$ cat src/design/bsac_pkg.sv
// Shared constants and types for the bounded-step array counter.
package bsac_pkg;

  localparam int unsigned ValueW = 8;
  localparam int unsigned WaysW = 30;
  localparam int unsigned SumW = WaysW + 2;

  localparam logic [SumW-1:0] WaysMod = 32'd1000000007;
  localparam logic [SumW-1:0] WaysMod2 = 32'd2000000014;

  typedef struct packed {
    logic load;
    logic seed;
    logic shift;
  } cell_ctrl_t;

endpackage

$ cat src/design/bsac_cell.sv
// One cell of the count chain: holds the number of ways ending at its own value.
module bsac_cell import bsac_pkg::*; #(
  parameter int unsigned MW = 8,
  parameter int unsigned IDX = 0
) (
  input  logic              clk_i,
  input  cell_ctrl_t        ctrl_i,
  input  logic [ValueW-1:0] value_i,
  input  logic [MW-1:0]     m_i,
  input  logic [WaysW-1:0]  left_i,
  input  logic [WaysW-1:0]  right_i,
  output logic [WaysW-1:0]  count_o
);

  localparam int unsigned CW = ((MW > ValueW) ? MW : ValueW) + 1;
  localparam logic [CW-1:0] SelfVal = CW'(IDX + 1);
  localparam logic [CW-1:0] RightVal = CW'(IDX + 2);

  logic [WaysW-1:0] count_q, count_d;
  logic [CW-1:0]    m_ext;
  logic [CW-1:0]    value_ext;
  logic             active;
  logic             right_ok;
  logic [SumW-1:0]  sum;
  logic [WaysW-1:0] reduced;

  assign m_ext = CW'(m_i);
  assign value_ext = CW'(value_i);
  assign active = (SelfVal <= m_ext) && ((value_i == '0) || (value_ext == SelfVal));
  assign right_ok = (RightVal <= m_ext);

  always_comb begin
    sum = SumW'(count_q) + SumW'(left_i) + (right_ok ? SumW'(right_i) : '0);
    if (sum >= WaysMod2) begin
      reduced = WaysW'(sum - WaysMod2);
    end else if (sum >= WaysMod) begin
      reduced = WaysW'(sum - WaysMod);
    end else begin
      reduced = WaysW'(sum);
    end
  end

  always_comb begin
    count_d = count_q;
    if (ctrl_i.shift) begin
      count_d = right_i;
    end else if (ctrl_i.load) begin
      if (!active) begin
        count_d = '0;
      end else if (ctrl_i.seed) begin
        count_d = WaysW'(1);
      end else begin
        count_d = reduced;
      end
    end
  end

  always_ff @(posedge clk_i) begin
    count_q <= count_d;
  end

  assign count_o = count_q;

endmodule

$ cat config.mk
export PLATFORM = sky130hd
export DESIGN_NAME = bsac_cell
export DESIGN_NICKNAME = d
export VERILOG_FILES = /design/src/design/bsac_pkg.sv /design/src/design/bsac_cell.sv
export SDC_FILE = /design/constraint.sdc
export NUM_CORES = 1
export LEC_CHECK = 0
export ABC_AREA = 1
export ABC_CLOCK_PERIOD_IN_PS = 7000
export BUFFER_PORTS_ARGS = -buffer_cell sky130_fd_sc_hd__buf_4
export CAP_MARGIN = 20
export CORE_MARGIN = 3
export CORE_UTILIZATION = 44
export CTS_CLUSTER_DIAMETER = 150
export DETAILED_ROUTE_END_ITERATION = 10
export GPL_TIMING_DRIVEN = 0
export HOLD_SLACK_MARGIN = 0.1
export REMOVE_ABC_BUFFERS = 1
export SETUP_SLACK_MARGIN = 0.15
export SYNTH_ARGS = -nofsm -noshare
export SYNTH_HDL_FRONTEND = slang
export SYNTH_SLANG_ARGS = --single-unit
$ cat constraint.sdc
create_clock -name clk_i -period 7 [get_ports clk_i]
set_input_delay 1.4 -clock clk_i [delete_from_list [all_inputs] [get_ports clk_i]]
set_output_delay 1.4 -clock clk_i [all_outputs]
set_load 0.02 [all_outputs]
==> impl_metrics.env <==
export IMPL_drive_gt1_share_pct=14.7
export IMPL_async_flop_share_pct=0
export IMPL_synth_edff_count=30
export IMPL_yosysTopAreaCellShare_pct=28.0
export IMPL_largest_register_ff_count=30
export IMPL_slew_violations=0
export IMPL_power_leakage_nw=4.68
export IMPL_power_density_mw_per_mm2=268
export IMPL_finalHoldViolations=0
export IMPL_ys_ff_latch=30
export IMPL_fin_crit_sh_pct=92.6
export IMPL_start_util_pct=45.3
export IMPL_required_ps=7040
export IMPL_fillCellCount=1718
export IMPL_power_share_combinational_pct=79.4
export IMPL_gp_congestion=0.935
export IMPL_cts_buffers=5
export IMPL_cts_clk_slew_worst_paths_ps=60
export IMPL_fmax_mhz=154
export IMPL_wl_per_cell_um=15.0
export IMPL_relSlewSlack_pct=40.2
export IMPL_syn_area_mm2=0.00694
export IMPL_antenna_found_initial=0
export IMPL_vias_per_cell=5.12
export IMPL_cts_htree_levels=2
export IMPL_p_switching_mw=1.30
export IMPL_start_kind="primary input"
export IMPL_grt_pass1_wl_mm=37.1
export IMPL_status="completed"
export IMPL_dpl_cell_area_mm2=0.00790
export IMPL_crit_type="in2reg"
export IMPL_clk_path_buf_depth=2
export IMPL_placed_cells=1555
export IMPL_yosysMostFrequentCell="nand2_1"
export IMPL_avgSynthCellArea_um2=5.55
export IMPL_met2_usage_pct=40.7
export IMPL_antenna_left=0
export IMPL_holdCritPathClass="reg2reg"
export IMPL_area_delta_synth_final_pct=17.7
export IMPL_fin_skew_ps=9.91
export IMPL_slowest_stage="or4_1"
export IMPL_ys_warn_count=0
export IMPL_clkLatencyLatePin_ps=300
export IMPL_rows=45
export IMPL_rsz0062_at_grt="no"
export IMPL_core_mm2=0.0153
export IMPL_setup_viol=0
export IMPL_maxCapViolCount=0
export IMPL_worstPathArrival_ps=6520
export IMPL_num_antenna_cells=0
export IMPL_io_pins=110
export IMPL_final_cells=1570
export IMPL_first_iter_violations=615
export IMPL_grtUsageMet1_pct=39.2
export IMPL_ys_top_cells_by_area="nand2_1 28%, edfxtp_1 13%, inv_1 11%"
export IMPL_grt_overflow=0
export IMPL_top_usage_layer="met2"
export IMPL_cts_tree="yes"
export IMPL_critPathCaptureType="register"
export IMPL_track_usage_pct=26.6
export IMPL_swShare_pct=59.3
export IMPL_grt_pass1_vias=7319
export IMPL_final_cell_area_mm2=0.00816
export IMPL_layout_nets=1502
export IMPL_ys_flop_type="edfxtp_1"
export IMPL_synth_common_cells="517 x nand2_1, 196 x inv_1, 143 x nand3_1, 121 x nor2_1"
export IMPL_p_seq_share_pct=10.3
export IMPL_cts_root_buf="clkbuf_16"
export IMPL_die_h_um=132
export IMPL_synth_cell_types=36
export IMPL_die_w_um=132
export IMPL_p_total_mw=2.19
export IMPL_peakVddDrop_mv=0.148
export IMPL_yosys_area_top_type="nand2_1"
export IMPL_cts_sinks=30
export IMPL_placement_io_buffers=108
export IMPL_vias=8035
export IMPL_hold_buffers=0
export IMPL_p_int_mw=0.890
export IMPL_pwr_share_clk_pct=10.3
export IMPL_grt_use_met3_pct=4.25
export IMPL_dp_hpwl_mm=19.1
export IMPL_cpPeakStageDelay_ps=560
export IMPL_grt_max_degree=34
export IMPL_worstPathMaxFanout=17
export IMPL_worst_pin_slew_ps=897
export IMPL_drc=0
export IMPL_synthesis_instances=1251
export IMPL_dieArea_mm2=0.0173
export IMPL_holdWs_ps=1030
export IMPL_drt_pass1_iterations=6
export IMPL_synth_seq_area_share_pct=13.0
export IMPL_drt_wl_total_mm=23.6
export IMPL_layout_min_cycle_time_ps=6480
## layer usage
layer / up-vias / wire (µm)
met5: - / 0
met1: 3639 / 11400
li1: 4112 / -
met3: 29 / 1680
met4: 0 / 437
met2: 255 / 10100
## kinds of logic after synthesis
group / share of synthesized area, %
DFF: 13.0
and+or+nand+nor: 54.3
adders and majority gates: 14.7
AOI/OAI and AO/OA: 4.64
buffers and inverters: 13.4
## stage by stage
stage / setup TNS, ps / util (%) / setup slack [ps]
after global routing: 0 / 53.3 / 201
final: 0 / 53.3 / 519
after detailed placement: -9010 / 51.6 / -390
after floorplan: -20980 / - / -747
after CTS: 0 / 52.6 / 191
after global placement: -129400 / 51.4 / -4440
## final timing paths
| check | from | end | slack [ps] | cells past startpoint |
|---|---|---|---|---|
| hold / removal | count_o[0]$_DFFE_PP_ | count_o[0]$_DFFE_PP_ | 1030 | 5 |
| setup / recovery | m_i[1] | count_o[24]$_DFFE_PP_ | 520 | 26 |
| setup reg to reg | count_o[1]$_DFFE_PP_ | count_o[24]$_DFFE_PP_ | 2380 | 22 |
| hold reg to reg | count_o[0]$_DFFE_PP_ | count_o[0]$_DFFE_PP_ | 1030 | 5 |
## critical path, delay by kind of cell
kind | cells | cell delay [ps]
and+or+nand+nor | 20 | 3520
buffers and inverters | 4 | 580
adders and majority gates | 2 | 1010
## power groups by stage
stage	Clock (mW)	Combinational (mW)	Sequential, mW
detailed placement	0	1.65	0.229
global placement	0	1.65	0.229
finish	0.225	1.74	0.225
global route	0.235	1.95	0.228
CTS	0.231	1.66	0.225
floorplan	0	1.21	0.245
## layout make-up
type / instances / area (µm²) / area share [%]
Sequential cell: 30 / 901 / 11.0
Multi-Input combinational cell: 995 / 5170 / 63.4
Clock inverter: 2 / 10.0 / 0.123
Inverter: 210 / 788 / 9.66
Timing Repair Buffer: 117 / 903 / 11.1
Tap cell: 211 / 264 / 3.23
Clock buffer: 5 / 125 / 1.53
## timing repair
action	in CTS	in global routing
resized for setup	2	6
endpoints found under the hold margin	0	0
setup endpoints to repair	29	30
pin swaps	1	3
setup buffers	0	6
cloned	1	1
## placed cells by master, fill, tap and decap left out, types with 5 or more instances in the layout
| cell | instances |
|---|---|
| clkbuf_16 | 5 |
| a21oi_1 | 31 |
| nand4_1 | 16 |
| nand3_2 | 17 |
| nand3b_1 | 5 |
| nor2_2 | 10 |
| fa_1 | 31 |
| ha_1 | 32 |
| nor2_1 | 121 |
| inv_1 | 196 |
| nand2_1 | 515 |
| nand2_2 | 21 |
| edfxtp_1 | 30 |
| o21ai_1 | 6 |
| buf_4 | 115 |
| o21ai_0 | 14 |
| nand3_1 | 143 |
| nor3_1 | 6 |
| inv_2 | 14 |
No activity file was read; power rests on OpenSTA's default activity.
